$ cat config.mk
export PLATFORM = sky130hd
export DESIGN_NAME = pixel_xor_chain_cipher
export DESIGN_NICKNAME = d
export VERILOG_FILES = /design/src/hdl/pxcc_pkg.sv /design/src/hdl/pxcc_keystream.sv /design/src/hdl/pixel_xor_chain_cipher.sv
export SDC_FILE = /design/constraint.sdc
export NUM_CORES = 1
export LEC_CHECK = 0
export BUFFER_PORTS_ARGS = -buffer_cell sky130_fd_sc_hd__buf_2
export CAP_MARGIN = 20
export CORE_MARGIN = 2
export CORE_UTILIZATION = 40
export CTS_BUF_LIST = sky130_fd_sc_hd__clkbuf_8
export CTS_CLUSTER_SIZE = 30
export DETAILED_ROUTE_END_ITERATION = 16
export SLEW_MARGIN = 20
export SYNTH_ARGS = -nofsm -noshare
export SYNTH_HDL_FRONTEND = slang
export SYNTH_SLANG_ARGS = --single-unit
$ cat constraint.sdc
create_clock -name clock -period 3.5 [get_ports clock]
set_input_delay 0.7 -clock clock [delete_from_list [all_inputs] [get_ports clock]]
set_output_delay 0.7 -clock clock [all_outputs]
set_load 0.05 [all_outputs]
$ cat src/hdl/pxcc_pkg.sv
`timescale 1ns / 1ps

package pxcc_pkg;

   // xorshift32 shift amounts
   localparam int XS_SHIFT_A = 13;
   localparam int XS_SHIFT_B = 17;
   localparam int XS_SHIFT_C = 5;

   localparam int PIX_BITS      = 24;
   localparam int WORD_BITS     = 32;
   localparam int CSR_ADDR_BITS = 4;

   // register indexes, byte address is 4 * index
   typedef enum logic [1:0] {
      REG_KEY_SEED,
      REG_START_VALUE,
      REG_PIXEL_COUNT,
      REG_DECRYPT_MODE
   } csr_reg_type;

   // command from the sequencer to the keystream unit
   typedef struct packed {
      logic start;   // begin a run of steps
      logic reload;  // load the seed and run the frame skip
   } ks_ctrl_type;

endpackage

$ cat src/hdl/pxcc_keystream.sv
`timescale 1ns / 1ps

module pxcc_keystream #(
   parameter int COUNT_BITS = 24
) (
   input  logic                          clock,
   input  logic                          reset,
   input  pxcc_pkg::ks_ctrl_type         ctrl,
   input  logic [pxcc_pkg::WORD_BITS-1:0] seed,
   input  logic [COUNT_BITS-1:0]         steps,
   output logic                          busy,
   output logic [pxcc_pkg::WORD_BITS-1:0] word
);
   import pxcc_pkg::*;

   logic [WORD_BITS-1:0]  word_ff;
   logic [WORD_BITS-1:0]  word_in;
   logic [COUNT_BITS-1:0] remain_ff;
   logic [COUNT_BITS-1:0] remain_in;

   function automatic logic [WORD_BITS-1:0] xs_step(input logic [WORD_BITS-1:0] x);
      logic [WORD_BITS-1:0] a;
      logic [WORD_BITS-1:0] b;
      a = x ^ (x << XS_SHIFT_A);
      b = a ^ (a >> XS_SHIFT_B);
      return b ^ (b << XS_SHIFT_C);
   endfunction

   // the one shared step unit, advanced once per cycle while steps remain
   always_comb begin
      word_in   = word_ff;
      remain_in = remain_ff;
      if (ctrl.start) begin
         if (ctrl.reload) begin
            word_in   = seed;
            remain_in = steps;
         end else begin
            remain_in = COUNT_BITS'(1);
         end
      end else if (remain_ff != '0) begin
         word_in   = xs_step(word_ff);
         remain_in = remain_ff - COUNT_BITS'(1);
      end
   end

   always_ff @(posedge clock) begin
      if (reset) begin
         remain_ff <= '0;
      end else begin
         remain_ff <= remain_in;
      end
   end

   always_ff @(posedge clock) begin
      word_ff <= word_in;
   end

   assign busy = (remain_ff != '0);
   assign word = word_ff;

endmodule

$ cat src/hdl/pixel_xor_chain_cipher.sv
`timescale 1ns / 1ps

// pixel xor chaining cipher: each 24-bit bgr pixel is xored with the low three
// bytes of an xorshift32 keystream word (shifts 13, 17, 5) and with a chaining
// value; pixel 0 of a frame chains with start_value, later pixels with the
// previous ciphertext pixel (the output when encrypting, the input when
// decrypting). at the first pixel of a frame the generator reloads key_seed and
// is stepped pixel_count times, one step per clock in a single shared step
// unit, while every later pixel takes one step. a pixel completes once its
// steps are done and the output register is free, so a result still waiting
// there holds off completion while the receiver stalls. one pixel is in flight
// at a time and req_tready is low while it is worked on. rsp_tlast marks the
// last pixel of a frame, after which the block rearms for the next frame.
// register writes never reset the frame position; program the registers while
// idle.
module pixel_xor_chain_cipher #(
   parameter int COUNT_BITS = 24
) (
   input  logic        clock,
   input  logic        reset,
   // input pixel transaction
   input  logic        req_tvalid,
   output logic        req_tready,
   input  logic [23:0] req_tdata,   // in_blue [7:0], in_green [15:8], in_red [23:16]
   // result pixel transaction
   output logic        rsp_tvalid,
   input  logic        rsp_tready,
   output logic [23:0] rsp_tdata,   // out_blue [7:0], out_green [15:8], out_red [23:16]
   output logic        rsp_tlast,   // frame_end
   // register port
   input  logic                               csr_psel,
   input  logic                               csr_penable,
   input  logic                               csr_pwrite,
   input  logic [pxcc_pkg::CSR_ADDR_BITS-1:0] csr_paddr,
   input  logic [31:0]                        csr_pwdata,
   output logic [31:0]                        csr_prdata,
   output logic                               csr_pready
);
   import pxcc_pkg::*;

   typedef enum logic {
      ST_IDLE,
      ST_RUN
   } state_type;

   // configuration registers
   logic [WORD_BITS-1:0] key_seed_ff;
   logic [PIX_BITS-1:0]  start_value_ff;
   logic [PIX_BITS-1:0]  pixel_count_ff;
   logic                 decrypt_mode_ff;

   // sequencer and frame state
   state_type             state_ff;
   logic [COUNT_BITS-1:0] pixel_index_ff;
   logic [PIX_BITS-1:0]   chain_ff;
   logic [PIX_BITS-1:0]   pixel_ff;
   logic                  rsp_valid_ff;
   logic [PIX_BITS-1:0]   rsp_data_ff;
   logic                  rsp_last_ff;

   logic                  csr_write;
   csr_reg_type           csr_reg;
   logic                  req_accept;
   logic                  rsp_free;
   logic                  finish;
   logic [COUNT_BITS-1:0] count;
   logic                  frame_last;
   logic [PIX_BITS-1:0]   result_in;
   logic [PIX_BITS-1:0]   chain_in;
   ks_ctrl_type           ks_ctrl;
   logic                  ks_busy;
   logic [WORD_BITS-1:0]  ks_word;

   // register port, writes complete in the access phase
   assign csr_pready = 1'b1;
   assign csr_write  = csr_psel & csr_penable & csr_pwrite & csr_pready;
   assign csr_reg    = csr_reg_type'(csr_paddr[CSR_ADDR_BITS-1:2]);

   always_ff @(posedge clock) begin
      if (reset) begin
         key_seed_ff     <= WORD_BITS'(1);
         start_value_ff  <= '0;
         pixel_count_ff  <= PIX_BITS'(1);
         decrypt_mode_ff <= 1'b0;
      end else if (csr_write) begin
         case (csr_reg)
            REG_KEY_SEED:     key_seed_ff     <= csr_pwdata;
            REG_START_VALUE:  start_value_ff  <= csr_pwdata[PIX_BITS-1:0];
            REG_PIXEL_COUNT:  pixel_count_ff  <= csr_pwdata[PIX_BITS-1:0];
            REG_DECRYPT_MODE: decrypt_mode_ff <= csr_pwdata[0];
            default: ;
         endcase
      end
   end

   always_comb begin
      case (csr_reg)
         REG_KEY_SEED:     csr_prdata = key_seed_ff;
         REG_START_VALUE:  csr_prdata = 32'(start_value_ff);
         REG_PIXEL_COUNT:  csr_prdata = 32'(pixel_count_ff);
         REG_DECRYPT_MODE: csr_prdata = 32'(decrypt_mode_ff);
         default:          csr_prdata = '0;
      endcase
   end

   // frame length seen modulo 2^COUNT_BITS
   assign count = COUNT_BITS'(pixel_count_ff);

   assign req_tready = (state_ff == ST_IDLE);
   assign req_accept = req_tvalid & req_tready;

   // first pixel of a frame reloads the seed and runs the skip,
   // later pixels advance the generator once
   assign ks_ctrl.start  = req_accept;
   assign ks_ctrl.reload = (pixel_index_ff == '0);

   pxcc_keystream #(
      .COUNT_BITS (COUNT_BITS)
   ) u_keystream (
      .clock (clock),
      .reset (reset),
      .ctrl  (ks_ctrl),
      .seed  (key_seed_ff),
      .steps (count),
      .busy  (ks_busy),
      .word  (ks_word)
   );

   // result register frees when empty or taken this cycle
   assign rsp_free = ~rsp_valid_ff | rsp_tready;
   assign finish   = (state_ff == ST_RUN) & ~ks_busy & rsp_free;

   assign result_in  = pixel_ff ^ ks_word[PIX_BITS-1:0] ^ chain_ff;
   assign chain_in   = decrypt_mode_ff ? pixel_ff : result_in;
   assign frame_last = ({1'b0, pixel_index_ff} + (COUNT_BITS+1)'(1)) >= {1'b0, count};

   always_ff @(posedge clock) begin
      if (reset) begin
         state_ff       <= ST_IDLE;
         pixel_index_ff <= '0;
         rsp_valid_ff   <= 1'b0;
      end else begin
         if (rsp_valid_ff && rsp_tready && !finish) begin
            rsp_valid_ff <= 1'b0;
         end
         case (state_ff)
            ST_IDLE: begin
               if (req_accept) begin
                  state_ff <= ST_RUN;
               end
            end
            ST_RUN: begin
               if (finish) begin
                  state_ff       <= ST_IDLE;
                  rsp_valid_ff   <= 1'b1;
                  rsp_data_ff    <= result_in;
                  rsp_last_ff    <= frame_last;
                  pixel_index_ff <= frame_last ? '0 : pixel_index_ff + COUNT_BITS'(1);
               end
            end
            default: state_ff <= ST_IDLE;
         endcase
      end
   end

   // payload registers
   always_ff @(posedge clock) begin
      if (req_accept) begin
         pixel_ff <= req_tdata;
         if (pixel_index_ff == '0) begin
            chain_ff <= start_value_ff;
         end
      end
      if (finish) begin
         chain_ff <= chain_in;
      end
   end

   assign rsp_tvalid = rsp_valid_ff;
   assign rsp_tdata  = rsp_data_ff;
   assign rsp_tlast  = rsp_last_ff;

endmodule

# == After elaboration in Yosys (flattened, before gate mapping) ==
# Index checks and enable logic that the tools add are counted.
# word_totals
reg_bits,236
inputBits,67
output_inout_bits,60
wordCells,71
# op_classes
add_sub_neg,3
n_lt_le_gt_ge,1
eq_ne,4
muxes,18
n_bitwise,15
n_reduce_logical,17
# ops
op,n
24-bit 2-to-1 mux,8
32-bit case mux with 4 select lines,1
32-bit 2-to-1 mux,3
32-bit bitwise XOR,2
24-bit bitwise XOR,2
32-bit by 15-bit bitwise XOR with 32-bit output,1
24-bit by 1-bit adder with 25-bit output (second input constant),1
25-bit by 24-bit >= comparator with 1-bit output,1
24-bit by 1-bit adder with 24-bit output (second input constant),1
24-bit logical NOT,1
24-bit nonzero test,1
24-bit by 1-bit subtractor with 24-bit output (second input constant),1
2-bit AND reduction,7
2-bit nonzero test,3
1-bit bitwise AND,5
1-bit 2-to-1 mux,5
2-bit == test (second input constant),2
1-bit NOT,4
3-bit AND reduction,1
2-bit by 1-bit == test with 1-bit output (second input constant),1
1-bit logical AND,2
2-bit logical NOT,1
2-bit by 1-bit inequality test with 1-bit output (second input constant),1
1-bit case mux with 2 select lines,1
other kinds (2),2

# == Logic depth before layout (Yosys ltp) ==
# Gate-level depths: netlist of run 1.
# depth
word_depth,9
ltp_mapped,16
mapped_depth_nobuf,14

# == Cells and area by module ==
# A second synthesis of run 1 with hierarchy kept.
# unflattened
cells_unflattened,1273
area_unflattened_um2,11862.6
# by_module_without_submodules
module,instances,cells_each,area_per_inst_um2,seq_area_each_um2
pixel_xor_chain_cipher,1,957,8688.3,4334.2
pxcc_keystream,1,316,3174.3,1441.4

# == Worst setup path after synthesis of run 1 ==
# Ideal clock, no wire load.
# synth_timing
path_type,flip-flop to flip-flop
start,register state_ff
end,"register u_keystream.word_ff[0], in the netlist u_keystream.word[0], enable pin"
setup_time_ns,0.433
arrival_ns,3.295
path_slack_ns,-0.228
stages_incl_launch_ff,7
synth_period_minus_slack_ns,3.728
path_cell_list,dfxtp_1 inv_1 nand2_1 inv_1 clkbuf_1 clkbuf_1 o22ai_1
# synth_between
elab_chain_cells,4
elab_cells_between_ends,5
classes_between,eq/ne: 1; bitwise: 2; reduce/logical: 2
# synth_rtl
item,line_no,rtl
start: declaration,pixel_xor_chain_cipher.sv:53,state_type state_ff;
start signal: assignment,pixel_xor_chain_cipher.sv:139,state_ff <= ST_IDLE;
start signal: assignment,pixel_xor_chain_cipher.sv:149,state_ff <= ST_RUN;
start signal: assignment,pixel_xor_chain_cipher.sv:154,state_ff <= ST_IDLE;
1-bit NOT *,-,
net req_tready,pixel_xor_chain_cipher.sv:23,"output logic req_tready,"
1-bit bitwise AND *,pixel_xor_chain_cipher.sv:110,assign req_accept = req_tvalid & req_tready;
net req_accept,pixel_xor_chain_cipher.sv:63,logic req_accept;
2-bit by 1-bit inequality test with 1-bit output (no line) or 2-bit nonzero test (tied branches),-,
2-bit AND reduction (no line) *,-,
end signal: assignment,pxcc_keystream.sv:55,word_ff <= word_in;
end: declaration,pxcc_keystream.sv:16,logic [WORD_BITS-1:0] word_ff;
# Mark *: on every way through the listed nets, which the timed path passes. The rest lies on a longest branch.
# A chain may end at the register's enable or synchronous reset.

# == Worst setup path in the final report of run 1 ==
# layout_timing
start,register pixel_index_ff[1]
end,"register rsp_last_ff, in the netlist rsp_tlast (data pin)"
# layout_between
elab_chain_cells,2
# layout_rtl
item,line_no,rtl
start: declaration,pixel_xor_chain_cipher.sv:54,logic [COUNT_BITS-1:0] pixel_index_ff;
start signal: assignment,pixel_xor_chain_cipher.sv:158,pixel_index_ff <= frame_last ? '0 : pixel_index_ff + COUNT_BITS'(1);
24-bit by 1-bit adder with 25-bit output,pixel_xor_chain_cipher.sv:135,"assign frame_last = ({1'b0, pixel_index_ff} + (COUNT_BITS+1)'(1)) >= {1'b0, count};"
25-bit by 24-bit >= comparator with 1-bit output,pixel_xor_chain_cipher.sv:135,
net frame_last,pixel_xor_chain_cipher.sv:67,logic frame_last;
end signal: assignment,pixel_xor_chain_cipher.sv:157,rsp_last_ff <= frame_last;
end: declaration,pixel_xor_chain_cipher.sv:59,logic rsp_last_ff;
# The timed path passes the listed nets, and every way through them passes these cells.

==> results of run 1 <==
==> power by group through the flow <==
stage                     combinational [mW]  clock, mW  sequential [mW]
after global routing                    4.90       2.59             4.29
after CTS                               4.38       2.47             4.23
final                                   4.43       2.43             4.23
after detailed placement                4.28          0             4.29
after floorplan                         3.20          0             4.26
after global placement                  4.24          0             4.28
==> synthesized netlist by cell type, types with 3 or more instances <==
cell type and count:
edfxtp_1 105, nand2b_1 26, buf_4 4, xor2_1 36
a32oi_1 4, a21o_1 7, a21oi_1 127, or2_2 3
ha_1 27, nor4_1 9, a211oi_1 3, dfxtp_1 131
xnor2_1 101, inv_1 34, nand2_1 295, and2_1 12
a31oi_1 37, a22oi_1 7, nor3b_1 3, o22ai_1 3
mux2i_1 24, nor2_1 74, nand3b_1 4, nand4_1 9
buf_6 4, clkbuf_1 60, nor2b_1 3, nor3_1 22
and3_1 7, o21ai_0 59, nand3_1 34, or3_1 5
o311ai_0 4, buf_2 12
==> registers in the layout, summed over array words and instances, names as in the netlist <==
name and cells:
chain_ff 24, count 24, decrypt_mode_ff 1, key_seed_ff 32, pixel_ff 24, pixel_index_ff 24
rsp_tdata 24, rsp_tlast 1, rsp_tvalid 1, start_value_ff 24, state_ff 1, u_keystream.remain_ff 24
u_keystream.word 32
==> cell families after synthesis <==
kind of cell,after synthesis,share of synthesized area [%]
other,1,0.03141
XOR/XNOR,137,10.05
multiplexers,25,2.201
AND/OR/NAND/NOR,520,19.55
buffers and inverters,117,4.192
flip-flops,236,48.38
adder cells (fa/ha/maj),27,2.830
AO/OA/AOI/OAI,266,12.77
==> what timing repair did <==
item / 4_1_cts / 5_1_grt
gates resized for setup: 12 / 28
setup buffers: 11 / 5
hold buffers: 0 / 0
hold endpoints to repair: 0 / 0
cloned: 2 / 1
setup endpoints to repair: 23 / 25
pin swaps: 11 / 39
==> layout make-up <==
type / instances / area share, %
repair buffers: 196 / 9.010
clock buffers: 49 / 4.710
multi-input cells: 976 / 40.90
inverters: 34 / 0.8914
flip-flops and latches: 236 / 40.37
clock inverters: 21 / 0.7079
well taps: 390 / 3.408
==> worst reg2reg max path, cell delays in order, from the launching register on <==
cell and delay [ns]:
dfxtp_4 0.37, nand4_1 0.17, nor4_4 0.38, nand3_2 0.14, or3_4 0.38, xnor2_4 0.22
ha_4 0.22, nand4_1 0.11, nor2_1 0.08, a221oi_2 0.25, nand2_1 0.12, a2111oi_4 0.34
buf_4 0.22, clkbuf_16 0.17, inv_1 0.04
==> routing by layer <==
| metal | share of wire, % | GRT usage [%] | routed length (um) | vias up |
|---|---|---|---|---|
| met5 | 0 | 0 | 0 | - |
| met4 | 2.9 | 7.679 | 1022 | 0 |
| met3 | 5.9 | 3.265 | 2087 | 69 |
| met2 | 46 | 36.23 | 16460 | 311 |
| met1 | 45 | 31.29 | 16060 | 4749 |
| li1 | - | - | - | 4870 |
==> metrics by stage <==
stage	hold WS [ns]	instances	utilization [%]	power, mW
3_5_place_dp	0.4552	1813	44.61	8.570
4_1_cts	0.2974	1896	47.87	11.09
5_1_grt	0.2979	1902	48.57	11.78
3_3_place_gp	0.4568	1813	44.61	8.519
6_report	0.3241	1902	48.57	11.09
2_1_floorplan	0.4350	1329	-	7.461
==> final timing paths <==
path | from | end | slack (ns)
max | pixel_index_ff[1] | rsp_tlast | 0.08
min | req_tdata[23] | pixel_ff[23] | 0.32
max reg2reg | pixel_index_ff[1] | rsp_tlast | 0.08
min reg2reg | u_keystream.remain_ff[8] | u_keystream.remain_ff[8] | 0.46
==> placed cells by master (no fill, tap or decap), types with 3 or more instances in the layout <==
cell,n
nand2_1,288
dfxtp_1,129
a21oi_1,125
buf_2,122
edfxtp_1,105
xnor2_1,100
nor2_1,72
buf_4,65
o21ai_0,58
clkbuf_8,49
inv_1,44
a31oi_1,37
xor2_1,35
nand2b_1,26
ha_1,25
mux2i_1,24
nand3_1,21
nor3_1,21
nand3_2,14
and2_1,13
nand4_1,9
nor4_1,9
nand2_2,7
a21o_1,7
a22oi_1,7
and3_1,6
clkinv_2,6
buf_12,5
or3_1,4
nand3b_1,4
a32oi_1,4
o311ai_0,4
or2_2,3
nor2b_1,3
nor3b_1,3
a211oi_1,3
==> flow_summary.json, run 1 <==
{
  "cp_common_cell": "nand4_1",
  "p_int_mw": 6.876,
  "postSynthAreaPerCell_um2": 8.982,
  "p_sw_mw": 4.212,
  "synthTopCellsByArea": "edfxtp_1 26%, dfxtp_1 22%, nand2_1 9.3%, xnor2_1 7.4%, a21oi_1 5.3%",
  "cts_buffers": 41,
  "synthFlopType": "dfxtp_1",
  "maxCapViolCount": 0,
  "final-seq-area_um2": 5781,
  "die_h_um": 176.8,
  "synth_warnings": 0,
  "synth_edf_count": 105,
  "antenna_found_initial": 0,
  "io_buffers": 123,
  "synth-async-reset-ratio_pct": 0,
  "dr.first_iter.drc_count": 914,
  "worstMarginPinSlew_ns": 0.9192,
  "path_class": "flop to flop",
  "routed_wl_um": 35630,
  "syn-num-nets": 1423,
  "firstDrtPassIters": 5,
  "finalCritPeriodShare_pct": 97.78,
  "syn_inst": 1329,
  "multi_input_area_um2": 5856,
  "syn_to_final_growth_pct": 19.94,
  "dpl_worst_slack_ns": -0.07115,
  "yosysSeqAreaShare_pct": 48.38,
  "core_um2": 29480,
  "wire_per_inst_um": 18.73,
  "num_io_pins": 127,
  "seqPwrFrac_pct": 38.1,
  "pwr-share-comb_pct": 39.9,
  "ys_types": 64,
  "final_area_um2": 14320,
  "critPathTopFamily": "simple AND/OR/NAND/NOR gates",
  "via_per_inst": 5.257,
  "power.share.clock_pct": 21.9,
  "cp.required_ns": 3.81,
  "synth_area_um2": 11940,
  "fp.dieArea_um2": 31240,
  "p_per_area_nw_per_um2": 774.5,
  "cts-root-buf": "clkbuf_8",
  "status": "finished, final reports clean",
  "synth_seq_cells": 236,
  "grt_max_degree": 53,
  "vias": 9999,
  "crit_slowest_cell": "nor4_4",
  "grt_pass1_wl_um": 54790,
  "fin_ws_ns": 0.07784,
  "dp_hpwl_um": 24690,
  "drc_errors": 0,
  "cp_max_fo": 7,
  "final_nets": 1579,
  "critical_path.startpoint_type": "flop",
  "place_congestion": 0.8957,
  "drive_gt1_share_pct": 20.24,
  "endpoint_kind": "flop",
  "grt_use_total_pct": 22.60,
  "fill_cells": 2878,
  "p_leak_nw": 5.373,
  "period_needed_ns": 3.422,
  "max-slew-margin-rel_pct": 38.72,
  "max_stage_delay_ns": 0.38,
  "worst_clock_skew_ns": 0.02758,
  "finalSetupTns_ns": 0,
  "fmax_ghz": 0.2922,
  "r2r_cells": 14,
  "hold_class": "input pin to flop",
  "die_w_um": 176.8,
  "cts_buffer_depth": 3,
  "diodes": 0,
  "grt_pass1_vias": 9653,
  "placed_area_um2": 13150,
  "setup_violations": 0,
  "antenna_left": 0,
  "drv_slew": 0,
  "synth_top_area_share_pct": 26.41,
  "cp.arrival_ns": 3.73,
  "path_clk_slew_ns": 0.06,
  "clkLatencyLatePin_ns": 0.56,
  "num_rows": 63,
  "min_path_cells": 1,
  "cp_cell_sequence": "nand4_1 > nor4_4 > nand3_2 > or3_4 > xnor2_4 > ha_4 > nand4_1 > nor2_1 > a221oi_2 > nand2_1 > a2111oi_4 > buf_4 > clkbuf_16 > inv_1",
  "rsz0062_at_grt": "true",
  "cp_num_cells": 14,
  "grt_overflow": 0,
  "swShare_pct": 37.99,
  "worst-path-buf-inv": 3,
  "hold_viol_final": 0,
  "ir_worst_vdd_uv": 422.0,
  "h-tree-depth": 2,
  "clkSinkCount": 236,
  "synth_top_area_cell": "edfxtp_1",
  "cts_tree": "done",
  "initial_core_util_pct": 40.49
}
Power figures use the tool's default switching activity.
==> run 2: changes to the inputs <==
Settings changed: SYNTH_HIERARCHICAL set to 1.
==> run 2 against run 1 <==
  * The run now ends with negative setup slack left
  * Fmax down 2.3%
  * Clock power increased by 5%
  * Area after synthesis decreased by 0.63%
  * Core utilization is 0.33 points higher
  * Sequential power shrank 3%
  * Setup slack got worse by 0.079 ns
  * Combinational power decreased by 3%
  * Synthesized cell count fell by 4.2%
  * Sequential share of layout area fell by 0.17 points
  * Clock skew rose by 0.00082 ns
==> flow_summary.json, run 2 <==
{
  "fp.dieArea_um2": 31050,
  "max-slew-margin-rel_pct": 37.31,
  "pwr-share-comb_pct": 39.2,
  "placed_area_um2": 13220,
  "critPathTopFamily": "simple AND/OR/NAND/NOR gates",
  "core_um2": 29400,
  "cp_common_cell": "buf_6",
  "final_area_um2": 14380,
  "antenna_left": 0,
  "cp_max_fo": 7,
  "yosysSeqAreaShare_pct": 48.69,
  "top_layer_used": "met4",
  "max_stage_delay_ns": 0.46,
  "ys_types": 63,
  "period_needed_ns": 3.502,
  "layout_common_cells": "283 x nand2_1, 127 x dfxtp_1, 122 x buf_2, 120 x xnor2_1, 105 x edfxtp_1",
  "finalSetupTns_ns": -0.001593,
  "report.power.total_mw": 10.99,
  "synth_top_area_cell": "edfxtp_1",
  "seqPwrFrac_pct": 37.5,
  "vias": 9670,
  "grt_pass1_wl_um": 51270,
  "worstMarginPinSlew_ns": 0.9403,
  "clkSinkCount": 236,
  "grt_overflow": 0,
  "via_per_inst": 5.157,
  "wl_met1_um": 14790,
  "fin_ws_ns": -0.001593,
  "h-tree-depth": 2,
  "dp_hpwl_um": 23050,
  "syn_to_final_growth_pct": 21.19,
  "synth_common_cells": "283 x nand2_1, 131 x dfxtp_1, 124 x xnor2_1, 105 x edfxtp_1, 92 x a21oi_1",
  "worst-path-buf-inv": 4,
  "drive_gt1_share_pct": 21.77,
  "cts_buffers": 43,
  "fmax_ghz": 0.2856,
  "synthFlopType": "dfxtp_1",
  "path_class": "flop to flop",
  "violations": "negative setup slack",
  "maxCapViolCount": 0,
  "worst_clock_skew_ns": 0.02840,
  "yosysMostFrequentCell": "nand2_1",
  "final_nets": 1544,
  "cts_tree": "done",
  "grt_max_degree": 93,
  "clkLatencyLatePin_ns": 0.57,
  "critical_path.startpoint_type": "flop",
  "drc_errors": 0,
  "synth_area_um2": 11860,
  "cp.required_ns": 3.99,
  "drv_slew": 0,
  "synthTopCellsByArea": "edfxtp_1 27%, dfxtp_1 22%, xnor2_1 9.2%, nand2_1 9.0%, a21oi_1 3.9%",
  "grt_use_total_pct": 20.94,
  "dr.first_iter.drc_count": 722,
  "wire_per_inst_um": 17.75,
  "ir_worst_vdd_uv": 391.5,
  "grt_pass1_vias": 9220,
  "cts_buffer_depth": 3,
  "synth_warnings": 6,
  "io_buffers": 123,
  "finalCritPeriodShare_pct": 100.0,
  "layout_commonest_cell": "nand2_1",
  "routed_wl_um": 33280,
  "endpoint_kind": "flop",
  "cp.arrival_ns": 3.99,
  "antenna_found_initial": 1,
  "crit_slowest_cell": "or4_4",
  "hold_viol_final": 0,
  "cp_cell_sequence": "buf_6 > ha_4 > nand3_4 > or4_4 > buf_6 > nor2_4 > xor2_2 > ha_1 > a21oi_1 > o21ai_1 > a221o_1 > nor4b_4 > buf_4 > buf_12 > and3_1 > a21o_1",
  "cts-root-buf": "clkbuf_8",
  "syn-num-nets": 1368,
  "path_clk_slew_ns": 0.06,
  "p_leak_nw": 5.521,
  "die_w_um": 176.2,
  "wl_met2_um": 15750,
  "p_per_area_nw_per_um2": 764.7,
  "rsz0062_at_grt": "true",
  "synth-async-reset-ratio_pct": 0,
  "synth_seq_cells": 236,
  "p_int_mw": 6.949,
  "die_h_um": 176.2,
  "postSynthAreaPerCell_um2": 9.319,
  "status": "finished with violations",
  "syn_inst": 1273,
  "num_rows": 63,
  "synth_edf_count": 105,
  "setup_violations": 1,
  "dpl_worst_slack_ns": -0.1345,
  "swShare_pct": 36.79,
  "power.share.clock_pct": 23.3,
  "place_congestion": 0.8762,
  "whs_ns": 0.3010,
  "synth_top_area_share_pct": 26.58,
  "firstDrtPassIters": 5,
  "initial_core_util_pct": 40.35,
  "fill_cells": 2748,
  "hold_class": "input pin to flop",
  "p_sw_mw": 4.045,
  "num_io_pins": 127,
  "wl_met3_um": 1876
}
-- run 2: cell types whose count changed after synthesis, sizes merged, moves of 10 or more --
cell / before / now
a21oi: 127 / 92
xnor2: 101 / 124
nand3: 36 / 19
nor2: 74 / 59
nand2: 295 / 283
a31oi: 37 / 27
-- run 2: kinds of logic after synthesis --
kind of cell / synth area share [%]
adder cells (fa/ha/maj): 2.953
flip-flops: 48.69
AND/OR/NAND/NOR: 19.45
other: 0.03161
multiplexers: 2.974
buffers and inverters: 3.660
AO/OA/AOI/OAI: 10.73
XOR/XNOR: 11.52
-- run 2: worst paths after layout --
check	start	to	slack [ns]	cells after the start
setup / recovery	pixel_index_ff[1]	pixel_index_ff[16]	-0.002	16
hold / removal	req_tdata[6]	pixel_ff[6]	0.30	1
setup reg to reg	pixel_index_ff[1]	pixel_index_ff[16]	-0.002	16
hold reg to reg	key_seed_ff[14]	key_seed_ff[14]	0.47	2
-- run 2: through the flow --
step	instances	utilization, %
floorplan	1273	-
global route	1875	48.90
detailed placement	1774	44.97
CTS	1865	48.43
global placement	1774	44.97
finish	1875	48.90
-- run 2: metal layers --
layer / global-route usage (%) / vias up
met1: 28.27 / 4579
met3: 3.338 / 60
li1: - / 4723
met4: 6.646 / 0
met5: 0 / -
met2: 34.49 / 308
-- run 2: cell type report --
| class | instances | area (um2) | area share (%) |
|---|---|---|---|
| sequential | 236 | 5781 | 40.21 |
| clock buffer | 53 | 729.5 | 5.074 |
| antenna | 1 | 2.502 | 0.01741 |
| clock inverter | 27 | 126.4 | 0.8790 |
| timing repair buffer | 203 | 1331 | 9.260 |
| multi-input combinational | 934 | 5802 | 40.36 |
| inverter | 31 | 116.4 | 0.8094 |
| tap | 390 | 488.0 | 3.394 |
-- run 2: timing repair --
action	4_1_cts	5_1_grt
cloned	2	1
hold buffers	0	0
buffers inserted	9	9
endpoints found under the hold margin	0	0
gates resized for setup	10	17
pin swaps	9	11
setup endpoints to repair	25	23
-- run 2: power groups by stage --
stage	sequential (mW)	combinational (mW)	clock [mW]
after floorplan	4.11	3.19	0
after global placement	4.17	4.14	0
after detailed placement	4.18	4.19	0
after CTS	4.13	4.27	2.63
after global routing	4.17	4.68	2.75
final	4.12	4.31	2.56
